### src/design/tkrt_pkg.sv
// ----------------------------------------------------------------------------
// tkrt_pkg
// Types, codes and defaults shared by the keyed record table modules.
// ----------------------------------------------------------------------------
`default_nettype none

package tkrt_pkg;

  localparam int unsigned CAPACITY_DEF = 16;
  localparam int unsigned OUT_CNT_W = 5;

  localparam logic [1:0] OP_LOOKUP = 2'd0;
  localparam logic [1:0] OP_UPSERT = 2'd1;
  localparam logic [1:0] OP_EVICT  = 2'd2;

  typedef struct packed {
    logic [1:0]  op;
    logic [63:0] key_digest;
    logic [31:0] key_namespace;
    logic        entry_state;
    logic [7:0]  entry_result;
    logic [63:0] created_time;
    logic [63:0] time_to_live;
    logic [63:0] now_time;
  } req_t;

  typedef struct packed {
    logic                 status;
    logic                 found;
    logic                 found_state;
    logic [7:0]           found_result;
    logic [63:0]          found_created;
    logic [63:0]          found_ttl;
    logic [OUT_CNT_W-1:0] evicted_count;
    logic [OUT_CNT_W-1:0] occupancy;
  } rsp_t;

  typedef struct packed {
    logic [63:0] key_digest;
    logic [31:0] key_namespace;
    logic        state;
    logic [7:0]  result;
    logic [63:0] created;
    logic [63:0] ttl;
  } rec_t;

  typedef struct packed {
    logic load;
    logic rd;
    logic rd_last;
    logic inc;
    logic move;
    logic ups_hit;
    logic ups_miss;
    logic fin;
    logic fin_found;
  } cmd_t;

  typedef struct packed {
    logic idx_end;
    logic key_match;
    logic expired;
    logic is_upsert;
  } sts_t;

  typedef enum logic [2:0] {
    ST_IDLE,
    ST_READ,
    ST_CHECK,
    ST_EV_READ,
    ST_EV_CHECK,
    ST_EV_MOVE
  } state_e;

endpackage

`default_nettype wire

### src/design/tkrt_ctrl.sv
// ----------------------------------------------------------------------------
// tkrt_ctrl
// Sequencer that walks the record table for lookup, upsert and evict.
// ----------------------------------------------------------------------------
`default_nettype none

module tkrt_ctrl (
  input  wire logic          clk_i,
  input  wire logic          rst_ni,
  input  wire logic          start,
  input  wire logic [1:0]    op_i,
  input  tkrt_pkg::sts_t     sts_i,
  output tkrt_pkg::cmd_t     cmd_o,
  output logic               busy
);

  tkrt_pkg::state_e state_q, state_d;

  always_ff @(posedge clk_i or negedge rst_ni) begin
    if (!rst_ni) begin
      state_q <= tkrt_pkg::ST_IDLE;
    end else begin
      state_q <= state_d;
    end
  end

  always_comb begin
    state_d = state_q;
    cmd_o   = '0;
    busy    = (state_q != tkrt_pkg::ST_IDLE);
    unique case (state_q)
      tkrt_pkg::ST_IDLE: begin
        if (start) begin
          cmd_o.load = 1'b1;
          if (op_i == tkrt_pkg::OP_LOOKUP || op_i == tkrt_pkg::OP_UPSERT) begin
            state_d = tkrt_pkg::ST_READ;
          end else if (op_i == tkrt_pkg::OP_EVICT) begin
            state_d = tkrt_pkg::ST_EV_READ;
          end else begin
            cmd_o.fin = 1'b1;
          end
        end
      end
      tkrt_pkg::ST_READ: begin
        if (sts_i.idx_end) begin
          cmd_o.ups_miss = sts_i.is_upsert;
          cmd_o.fin      = 1'b1;
          state_d        = tkrt_pkg::ST_IDLE;
        end else begin
          cmd_o.rd = 1'b1;
          state_d  = tkrt_pkg::ST_CHECK;
        end
      end
      tkrt_pkg::ST_CHECK: begin
        if (sts_i.key_match) begin
          cmd_o.ups_hit   = sts_i.is_upsert;
          cmd_o.fin_found = ~sts_i.is_upsert;
          cmd_o.fin       = 1'b1;
          state_d         = tkrt_pkg::ST_IDLE;
        end else begin
          cmd_o.inc = 1'b1;
          state_d   = tkrt_pkg::ST_READ;
        end
      end
      tkrt_pkg::ST_EV_READ: begin
        if (sts_i.idx_end) begin
          cmd_o.fin = 1'b1;
          state_d   = tkrt_pkg::ST_IDLE;
        end else begin
          cmd_o.rd = 1'b1;
          state_d  = tkrt_pkg::ST_EV_CHECK;
        end
      end
      tkrt_pkg::ST_EV_CHECK: begin
        if (sts_i.expired) begin
          cmd_o.rd_last = 1'b1;
          state_d       = tkrt_pkg::ST_EV_MOVE;
        end else begin
          cmd_o.inc = 1'b1;
          state_d   = tkrt_pkg::ST_EV_READ;
        end
      end
      tkrt_pkg::ST_EV_MOVE: begin
        cmd_o.move = 1'b1;
        state_d    = tkrt_pkg::ST_EV_READ;
      end
      default: begin
        state_d = tkrt_pkg::ST_IDLE;
      end
    endcase
  end

endmodule

`default_nettype wire

### config.mk
export PLATFORM = sky130hd
export DESIGN_NAME = tkrt_ctrl
export DESIGN_NICKNAME = d
export VERILOG_FILES = /design/src/design/tkrt_pkg.sv /design/src/design/tkrt_ctrl.sv
export SDC_FILE = /design/constraint.sdc
export NUM_CORES = 1
export LEC_CHECK = 0
export BUFFER_PORTS_ARGS = -buffer_cell sky130_fd_sc_hd__buf_2
export CORE_AREA = 2 2 39 41
export CTS_BUF_LIST = sky130_fd_sc_hd__clkbuf_8
export DETAILED_ROUTE_END_ITERATION = 8
export DIE_AREA = 0 0 41 43
export HOLD_SLACK_MARGIN = 0.02
export PLACE_DENSITY = 0.55
export REMOVE_ABC_BUFFERS = 1
export SLEW_MARGIN = 0
export SYNTH_ARGS = -nofsm -noshare
export SYNTH_HDL_FRONTEND = slang
export SYNTH_SLANG_ARGS = --single-unit
### constraint.sdc
create_clock -name clk_i -period 1.1 [get_ports clk_i]
set_input_delay 0.11 -clock clk_i [delete_from_list [all_inputs] [get_ports clk_i]]
set_output_delay 0.11 -clock clk_i [all_outputs]
set_load 0.01 [all_outputs]
==> flow_metrics.env, run 1 <==
export IMPL_critPathMaxFanout=3
export IMPL_synth_area_leaders="dfrtp_1, nor2_1, a311oi_1"
export IMPL_ys_warn_count=0
export IMPL_insertion_delay_ns=0.22
export IMPL_fin_crit_ns=1.39
export IMPL_clk_path_buf_depth=2
export IMPL_cts_buffers=3
export IMPL_critical_path_buf_inv_count=1
export IMPL_drv_cap=0
export IMPL_critPathTopFamily="flip-flops"
export IMPL_dpl_hpwl_um=642
export IMPL_cts_tree="built"
export IMPL_regMostFlops="state_q"
export IMPL_drcViolationCount=0
export IMPL_gp_congestion=0.783
export IMPL_antenna_found_initial=0
export IMPL_grt_max_degree=10
export IMPL_drive_gt1_share_pct=66.7
export IMPL_top_regs="state_q (3)"
export IMPL_wire_per_inst_um=11.0
export IMPL_rsz0062_at_grt="yes"
export IMPL_grt_pass1_vias=324
export IMPL_largest_reg_flops=3
export IMPL_final_nets=79
export IMPL_yosysMostFrequentCell="nor2_1"
export IMPL_crit_required_ns=0.99
export IMPL_core_um2=1380
export IMPL_ys_types=20
export IMPL_ys_async_sr_fraction_pct=100
export IMPL_die_w_um=41
export IMPL_p_clk_share_pct=21.6
export IMPL_max_freq_ghz=0.722
export IMPL_hp_class="in -> reg"
export IMPL_vias=391
export IMPL_cts_htree_levels=1
export IMPL_grt_overflow=0
export IMPL_clkSlewWorstSetupHoldPaths_ns=0.03
export IMPL_p_int_uw=890
export IMPL_worstMarginPinSlew_ns=0.323
export IMPL_violations="negative setup slack"
export IMPL_synth_area_leader_cell="dfrtp_1"
export IMPL_io_pin_count=19
export IMPL_synth_cell_area_um2=274
export IMPL_final_hold_violation_count=0
export IMPL_synth_cells=37
export IMPL_finalSetupViolCount=12
export IMPL_relSlewSlack_pct=78.4
export IMPL_drt_iter0_markers=1
export IMPL_power_leakage_nw=0.306
export IMPL_post_route_util_pct=42.7
export IMPL_startpoint_type="register"
export IMPL_syn2layout_area_growth_pct=116
export IMPL_synth_area_per_cell_um2=7.41
export IMPL_ys_ff_latch=3
export IMPL_slew_violations=0
export IMPL_yosys_top_cells_count="nor2_1, dfrtp_1, inv_1, nand2_1"
export IMPL_crit_path_max_incr_delay_ns=0.39
export IMPL_yosysSeqAreaShare_pct=27.4
export IMPL_worstPathArrival_ns=1.28
export IMPL_fp_dieH_um=43
export IMPL_post_route_worst_setup_slack_ns=-0.286
export IMPL_grt_pass1_wl_um=1370
export IMPL_start_util_pct=19.8
export IMPL_worstSetupPathType="reg -> out"
export IMPL_synth_edf_count=0
export IMPL_dp_slack_ns=-0.0690
export IMPL_fin_skew_ns=0.00106
export IMPL_synth_top_area_share_pct=27.4
export IMPL_crit_path_end_kind="output port"
export IMPL_pwr_share_seq_pct=13.5
export IMPL_clock_sinks=3
export IMPL_io_buffers=18
export IMPL_crit_chain="or3_4 > o211ai_2 > buf_2"
export IMPL_timing_final_crit_share_pct=126
export IMPL_ant_nets=0
export IMPL_combPwrFrac_pct=64.9
export IMPL_cts_root_buf="clkbuf_8"
export IMPL_ir_drop_v=0.00116
export IMPL_cp_slowest_cell="dfrtp_1"
export IMPL_rows=14
export IMPL_dr_pass1_iters=4
export IMPL_via_per_inst=4.60
export IMPL_power_density_nw_per_um2=2410
export IMPL_antenna_cells_inserted=0
export IMPL_routed_wl_um=932
export IMPL_sw_frac_of_total_pct=37.5
export IMPL_switching_power_uw=533
export IMPL_grt_usage_pct=12.6
export IMPL_yosys_most_used_dff="dfrtp_1"
export IMPL_die_area_um2=1760
export IMPL_status="complete, but fails checks"
placed cells by master, fill, tap and decap left out:
cell | Yosys | routed
or3_1 | 1 | 1
nand3b_1 | 1 | 1
buf_8 | 0 | 1
or3_4 | 1 | 1
dlygate4sd3_1 | 0 | 1
nor3_4 | 0 | 2
o211ai_2 | 1 | 1
nor2b_4 | 0 | 1
nor3b_1 | 1 | 1
inv_1 | 3 | 4
a311oi_2 | 0 | 1
nand2_1 | 3 | 2
buf_2 | 1 | 18
buf_4 | 1 | 5
mux2i_1 | 1 | 1
dfrtp_1 | 3 | 3
a21o_2 | 1 | 1
nor2_2 | 0 | 3
buf_6 | 1 | 6
nor2_1 | 9 | 6
nand2_2 | 0 | 1
a311oi_1 | 2 | 1
clkbuf_8 | 0 | 3
nand2b_1 | 1 | 1
a21oi_2 | 0 | 1
nand3_2 | 0 | 1
nand3_1 | 2 | 1
through the flow:
step,total power [mW],cell area [µm²],hold slack [ns],setup TNS [ns],std cells
final,1.42,591,0.203,-2.13,85
after global routing,1.51,591,0.209,-2.75,85
after floorplan,0.515,250,-0.186,-0.225,34
after CTS,1.20,508,0.202,-2.13,79
after detailed placement,0.770,398,-0.0846,-0.277,73
after global placement,0.766,398,-0.0864,-0.244,73
cell type report:
class	instances	area, µm²
Inverter	3	11.3
Sequential cell	3	75.1
Timing Repair Buffer	31	220
Multi-Input combinational cell	28	219
Clock buffer	3	41.3
Clock inverter	1	3.75
Fill cell	141	793
Tap cell	16	20.0
kinds of logic after synthesis:
logic type      after synthesis  synth area share, %
buf+inv                       6                 12.8
mux                           1                 3.65
simple gates                 22                 40.2
flops                         3                 27.4
compound gates                5                 16.0
power groups by stage:
stage | combinational (mW) | sequential, mW | clock (mW)
after floorplan | 0.284 | 0.230 | 0
after global placement | 0.583 | 0.183 | 0
after detailed placement | 0.586 | 0.184 | 0
after CTS | 0.692 | 0.189 | 0.316
after global routing | 0.987 | 0.195 | 0.331
final | 0.923 | 0.192 | 0.308
per-layer routing:
layer / GRT usage [%] / routed length [µm] / part of all wire (%)
met1: 13.6 / 405 / 43
met2: 16.6 / 444 / 48
met4: 10.0 / 27 / 2.9
met3: 7.85 / 53 / 5.7
met5: 0 / 0 / 0
worst min-delay path, stage by stage:
cell and delay [ns]:
buf_2 0.10, or3_1 0.11, a21oi_2 0.05
timing repair:
action | CTS | global route
setup buffers | 1 | 7
endpoints found under the hold margin | 3 | 0
resized for setup | 11 | 10
hold buffers | 1 | 0
pin swaps | 5 | 10
endpoints found under the setup margin | 12 | 12
path summary, 6_finish.rpt:
path | start | endpoint | slack (ns) | depth (start not counted)
min in group asynchronous | rst_ni | state_q[0] | 0.23 | 2
setup / recovery | state_q[0] | cmd_o[1] | -0.29 | 3
hold / removal | sts_i[2] | state_q[0] | 0.20 | 3
max in group asynchronous | rst_ni | state_q[1] | 0.76 | 2
setup reg to reg | state_q[0] | state_q[0] | -0.09 | 4
hold reg to reg | state_q[1] | state_q[0] | 0.71 | 3
Power figures use the tool's default switching activity.
==> inputs of run 2 (changes only) <==
Clock period 1.1 ns to 1.2 ns, I/O delays scaled along.
==> flow_metrics.env, run 2 (synthesis gave the netlist of run 1 again) <==
export IMPL_violations="negative setup slack"
export IMPL_power_density_nw_per_um2=2250
export IMPL_p_clk_share_pct=26.4
export IMPL_antenna_cells_inserted=0
export IMPL_sw_frac_of_total_pct=38.1
export IMPL_r2r_end="state_q[1]"
export IMPL_power_leakage_nw=0.266
export IMPL_dr_pass1_iters=3
export IMPL_seqCellArea_um2=75.1
export IMPL_drive_gt1_share_pct=58.1
export IMPL_vias=348
export IMPL_drt_iter0_markers=6
export IMPL_clock_sinks=3
export IMPL_relSlewSlack_pct=81.5
export IMPL_combPwrFrac_pct=58.3
export IMPL_final_cell_area_um2=488
export IMPL_drcViolationCount=0
export IMPL_via_per_inst=4.46
export IMPL_die_area_um2=1760
export IMPL_final_common_cell="buf_2"
export IMPL_worstPathArrival_ns=1.28
export IMPL_crit_required_ns=1.08
export IMPL_post_route_worst_setup_slack_ns=-0.202
export IMPL_timing_final_crit_share_pct=117
export IMPL_worstMarginPinSlew_ns=0.276
export IMPL_cts_root_buf="clkbuf_8"
export IMPL_regMostFlops="state_q"
export IMPL_start_util_pct=19.8
export IMPL_antenna_found_initial=0
export IMPL_rsz0062_at_grt="yes"
export IMPL_startpoint_type="register"
export IMPL_cts_htree_levels=1
export IMPL_slew_violations=0
export IMPL_r2r_start="state_q[2]"
export IMPL_syn2layout_area_growth_pct=78.1
export IMPL_fp_dieH_um=43
export IMPL_switching_power_uw=417
export IMPL_wire_per_inst_um=11.1
export IMPL_p_int_uw=678
export IMPL_ant_nets=0
export IMPL_drv_cap=0
export IMPL_placed_area_um2=390
export IMPL_hp_class="in -> reg"
export IMPL_crit_path_end_kind="output port"
export IMPL_max_freq_ghz=0.713
export IMPL_post_route_util_pct=35.3
export IMPL_clkSlewWorstSetupHoldPaths_ns=0.03
export IMPL_holdPathEnd="state_q[1]"
export IMPL_routed_wl_um=864
export IMPL_multi_input_area_um2=193
export IMPL_clk_path_buf_depth=2
export IMPL_worstSetupPathType="reg -> out"
export IMPL_io_pin_count=19
export IMPL_pwr_share_seq_pct=15.3
export IMPL_dpl_hpwl_um=630
export IMPL_grt_max_degree=10
export IMPL_final_hold_violation_count=0
export IMPL_min_from="op_i[1]"
export IMPL_whs_path_depth=3
export IMPL_rows=14
export IMPL_critPathMaxFanout=3
export IMPL_final_nets=72
export IMPL_worst_r2r_cell_count=4
export IMPL_grt_pass1_vias=320
export IMPL_largest_reg_flops=3
export IMPL_cts_buffers=3
export IMPL_grt_pass1_wl_um=1320
export IMPL_reg2reg_slack_ns=0.04
export IMPL_die_w_um=41
export IMPL_finalSetupViolCount=9
export IMPL_ir_drop_v=0.000826
export IMPL_fin_skew_ns=0.00204
export IMPL_grt_overflow=0
export IMPL_io_buffers=18
export IMPL_fin_crit_ns=1.40
export IMPL_top_regs="state_q (3)"
export IMPL_fillers=151
export IMPL_insertion_delay_ns=0.22
export IMPL_cts_tree="built"
export IMPL_core_um2=1380
export IMPL_gp_congestion=0.767
export IMPL_grt_usage_pct=11.6
export IMPL_mostFrequentLayoutCells="buf_2, nor2_1, buf_4"
export IMPL_status="complete, but fails checks"
run 2: cell count changes in the layout (fill, tap and decap cells not counted), moves of 2 or more:
cell / previous run / this run
nor2_1: 6 / 8
nor2_2: 3 / 1
nor3_4: 2 / 0
nor3_2: 0 / 2
buf_6: 6 / 1
run 2: worst max path at each step:
stage,start,end,slack [ns],depth (start not counted)
CTS,state_q[1],cmd_o[1],-0.20,3
finish,state_q[1],cmd_o[1],-0.20,3
global placement,state_q[0],cmd_o[1],0.03,3
global route,state_q[2],cmd_o[1],-0.25,3
detailed placement,state_q[1],cmd_o[1],0.009,3
floorplan,state_q[1],cmd_o[1],-0.02,2
run 2: power by group through the flow:
stage          Sequential, mW  Clock [mW]  Combinational, mW
2_1_floorplan           0.211           0              0.261
3_3_place_gp            0.167           0              0.524
3_5_place_dp            0.167           0              0.525
4_1_cts                 0.167       0.299              0.565
5_1_grt                 0.172       0.306              0.697
6_report                0.168       0.289              0.639
run 2: layout make-up:
cell class / instances / share of cell area, %
Tap cell: 16 / 4.10
Clock inverter: 1 / 0.769
Clock buffer: 3 / 8.46
Timing Repair Buffer: 24 / 29.5
Multi-Input combinational cell: 28 / 39.5
Sequential cell: 3 / 15.4
Inverter: 3 / 2.31
run 2: through the flow:
step | cells | setup TNS (ns) | worst slack (ns) | hold slack (ns) | power [mW]
detailed placement | 72 | 0 | 0.00921 | -0.0700 | 0.692
global placement | 72 | 0 | 0.0293 | -0.0765 | 0.691
CTS | 77 | -1.18 | -0.204 | 0.202 | 1.03
finish | 78 | -1.20 | -0.202 | 0.200 | 1.10
floorplan | 34 | -0.0172 | -0.0172 | -0.176 | 0.472
global route | 78 | -1.78 | -0.248 | 0.233 | 1.17
run 2: timing repair:
item                                   4_1_cts  5_1_grt
pin swaps                                    5        0
hold buffers                                 1        0
gates resized for setup                      5        3
endpoints found under the hold margin        3        0
buffers inserted                             0        1
setup endpoints to repair                    9       11
run 2: worst max-delay path, stage by stage, from the launching register on:
cell,delay [ns]
dfrtp_1,0.37
or3_4,0.40
o211ai_2,0.14
buf_2,0.15
run 2: metal layers:
layer  part of all wire (%)  vias to the layer above  global-route usage [%]  wire length [µm]
met3                    5.3                        2                    3.14                46
met1                     42                      161                    13.9               363
li1                       -                      174                       -                 -
met2                     51                       11                    16.9               441
met4                    1.3                        0                    8.00                11
met5                      0                        -                       0                 0
==> inputs of run 3 (changes only) <==
Settings changed: SETUP_SLACK_MARGIN set to 0.1, SKIP_LAST_GASP set to 1.
==> flow_metrics.env, run 3 (synthesis gave the netlist of run 1 again) <==
export IMPL_fin_crit_ns=1.40
export IMPL_io_buffers=18
export IMPL_worst_r2r_cell_count=4
export IMPL_clock_sinks=3
export IMPL_crit_path_end_kind="output port"
export IMPL_max_freq_ghz=0.713
export IMPL_cts_tree="built"
export IMPL_dr_pass1_iters=3
export IMPL_fin_skew_ns=0.00331
export IMPL_grt_usage_pct=11.6
export IMPL_rows=14
export IMPL_clkSlewWorstSetupHoldPaths_ns=0.03
export IMPL_routed_top_layer="met4"
export IMPL_final_hold_violation_count=0
export IMPL_syn2layout_area_growth_pct=73.1
export IMPL_met2_length_um=424
export IMPL_cp_slowest_cell="or3_4"
export IMPL_worstMarginPinSlew_ns=0.276
export IMPL_drt_iter0_markers=7
export IMPL_clk_path_buf_depth=2
export IMPL_mostFrequentLayoutCells="buf_2, nor2_1, inv_1, buf_4"
export IMPL_grt_pass1_vias=320
export IMPL_critical_path_buf_inv_count=1
export IMPL_io_pin_count=19
export IMPL_vias=346
export IMPL_timing_final_crit_share_pct=117
export IMPL_power_density_nw_per_um2=2190
export IMPL_gp_congestion=0.767
export IMPL_drv_cap=0
export IMPL_pwr_share_seq_pct=16.3
export IMPL_whs_path_depth=3
export IMPL_ir_drop_v=0.000814
export IMPL_power_leakage_nw=0.259
export IMPL_status="complete, but fails checks"
export IMPL_rsz0062_at_grt="yes"
export IMPL_slew_violations=0
export IMPL_p_int_uw=627
export IMPL_fp_dieH_um=43
export IMPL_violations="negative setup slack"
export IMPL_final_common_cell="buf_2"
export IMPL_die_area_um2=1760
export IMPL_startpoint_type="register"
export IMPL_wire_per_inst_um=11.1
export IMPL_grt_pass1_wl_um=1320
export IMPL_core_um2=1380
export IMPL_grt_overflow=0
export IMPL_worstSetupPathType="reg -> out"
export IMPL_ant_nets=0
export IMPL_antenna_found_initial=0
export IMPL_cts_htree_levels=1
export IMPL_finalSetupViolCount=9
export IMPL_combPwrFrac_pct=55.6
export IMPL_total_power_mw=1.04
export IMPL_antenna_cells_inserted=0
export IMPL_critPathMaxFanout=3
export IMPL_final_nets=71
export IMPL_critPathTopFamily="simple AND/OR/NAND/NOR gates"
export IMPL_top_regs="state_q (3)"
export IMPL_start_util_pct=19.8
export IMPL_dpl_hpwl_um=630
export IMPL_cts_buffers=3
export IMPL_p_clk_share_pct=28.1
export IMPL_insertion_delay_ns=0.22
export IMPL_via_per_inst=4.49
export IMPL_die_w_um=41
export IMPL_post_route_util_pct=34.3
export IMPL_crit_path_max_incr_delay_ns=0.40
export IMPL_routed_wl_um=855
export IMPL_regMostFlops="state_q"
export IMPL_worstPathArrival_ns=1.28
export IMPL_grt_max_degree=10
export IMPL_hp_class="in -> reg"
export IMPL_largest_reg_flops=3
export IMPL_wl_met1_um=373
export IMPL_drcViolationCount=0
export IMPL_sw_frac_of_total_pct=39.5
export IMPL_crit_cells=3
export IMPL_switching_power_uw=410
export IMPL_post_route_worst_setup_slack_ns=-0.202
export IMPL_crit_required_ns=1.08
export IMPL_relSlewSlack_pct=81.5
export IMPL_crit_chain="or3_4 > o211ai_2 > buf_2"
export IMPL_cts_root_buf="clkbuf_8"
export IMPL_post_cts_setup_buffer_count=0
export IMPL_drive_gt1_share_pct=57.4
export IMPL_routed_wl_met3_um=46
[run 3: changes by cell type in the layout (fill, tap and decap cells not counted), sizes merged]
cell	previous run	this run
buf	23	22
[run 3: final timing paths]
kind	startpoint	to	slack (ns)
worst min-delay path	op_i[1]	state_q[1]	0.20
max in group asynchronous	rst_ni	state_q[2]	0.85
worst max register to register	state_q[2]	state_q[1]	0.04
worst max-delay path	state_q[1]	cmd_o[1]	-0.20
min in group asynchronous	rst_ni	state_q[0]	0.24
worst min register to register	state_q[2]	state_q[0]	0.61
[run 3: final cells by class]
class	count	area (µm²)
Fill cell	151	910
Multi-Input combinational cell	28	193
Timing Repair Buffer	23	130
Sequential cell	3	75.1
Clock buffer	3	41.3
Tap cell	16	20.0
Inverter	3	11.3
Clock inverter	1	3.75
[run 3: routing by layer]
metal / track usage, % / up-vias
li1: - / 172
met1: 13.9 / 161
met2: 16.9 / 11
met3: 3.14 / 2
met4: 8.00 / 0
met5: 0 / -
[run 3: through the flow]
step,cells,cell area [µm²],hold slack [ns],setup slack [ns],setup TNS (ns)
2_1_floorplan,34,250,-0.176,-0.0172,-0.0172
3_3_place_gp,72,390,-0.0765,0.0293,0
3_5_place_dp,72,390,-0.0700,0.00921,0
4_1_cts,77,465,0.203,-0.204,-1.19
5_1_grt,77,474,0.233,-0.247,-1.68
6_report,77,474,0.200,-0.202,-1.12
[run 3: tightest hold or removal path: cells and delay by family]
| kind | cells | cell delay [ns] |
|---|---|---|
| buffers and inverters | 1 | 0.10 |
| AND/OR/NAND/NOR | 1 | 0.09 |
| AO/OA/AOI/OAI | 1 | 0.07 |
[run 3: timing repair]
action / CTS / global route
endpoints found under the hold margin: 3 / 0
resized for setup: 5 / 2
hold buffers: 1 / 0
pin swaps: 6 / 1
endpoints found under the setup margin: 12 / 12
[run 3: power by group through the flow]
stage / clock network [mW] / logic, mW / registers, mW
after global placement: 0 / 0.524 / 0.167
after global routing: 0.306 / 0.633 / 0.172
final: 0.292 / 0.577 / 0.169
after CTS: 0.299 / 0.567 / 0.167
after detailed placement: 0 / 0.525 / 0.167
after floorplan: 0 / 0.261 / 0.211
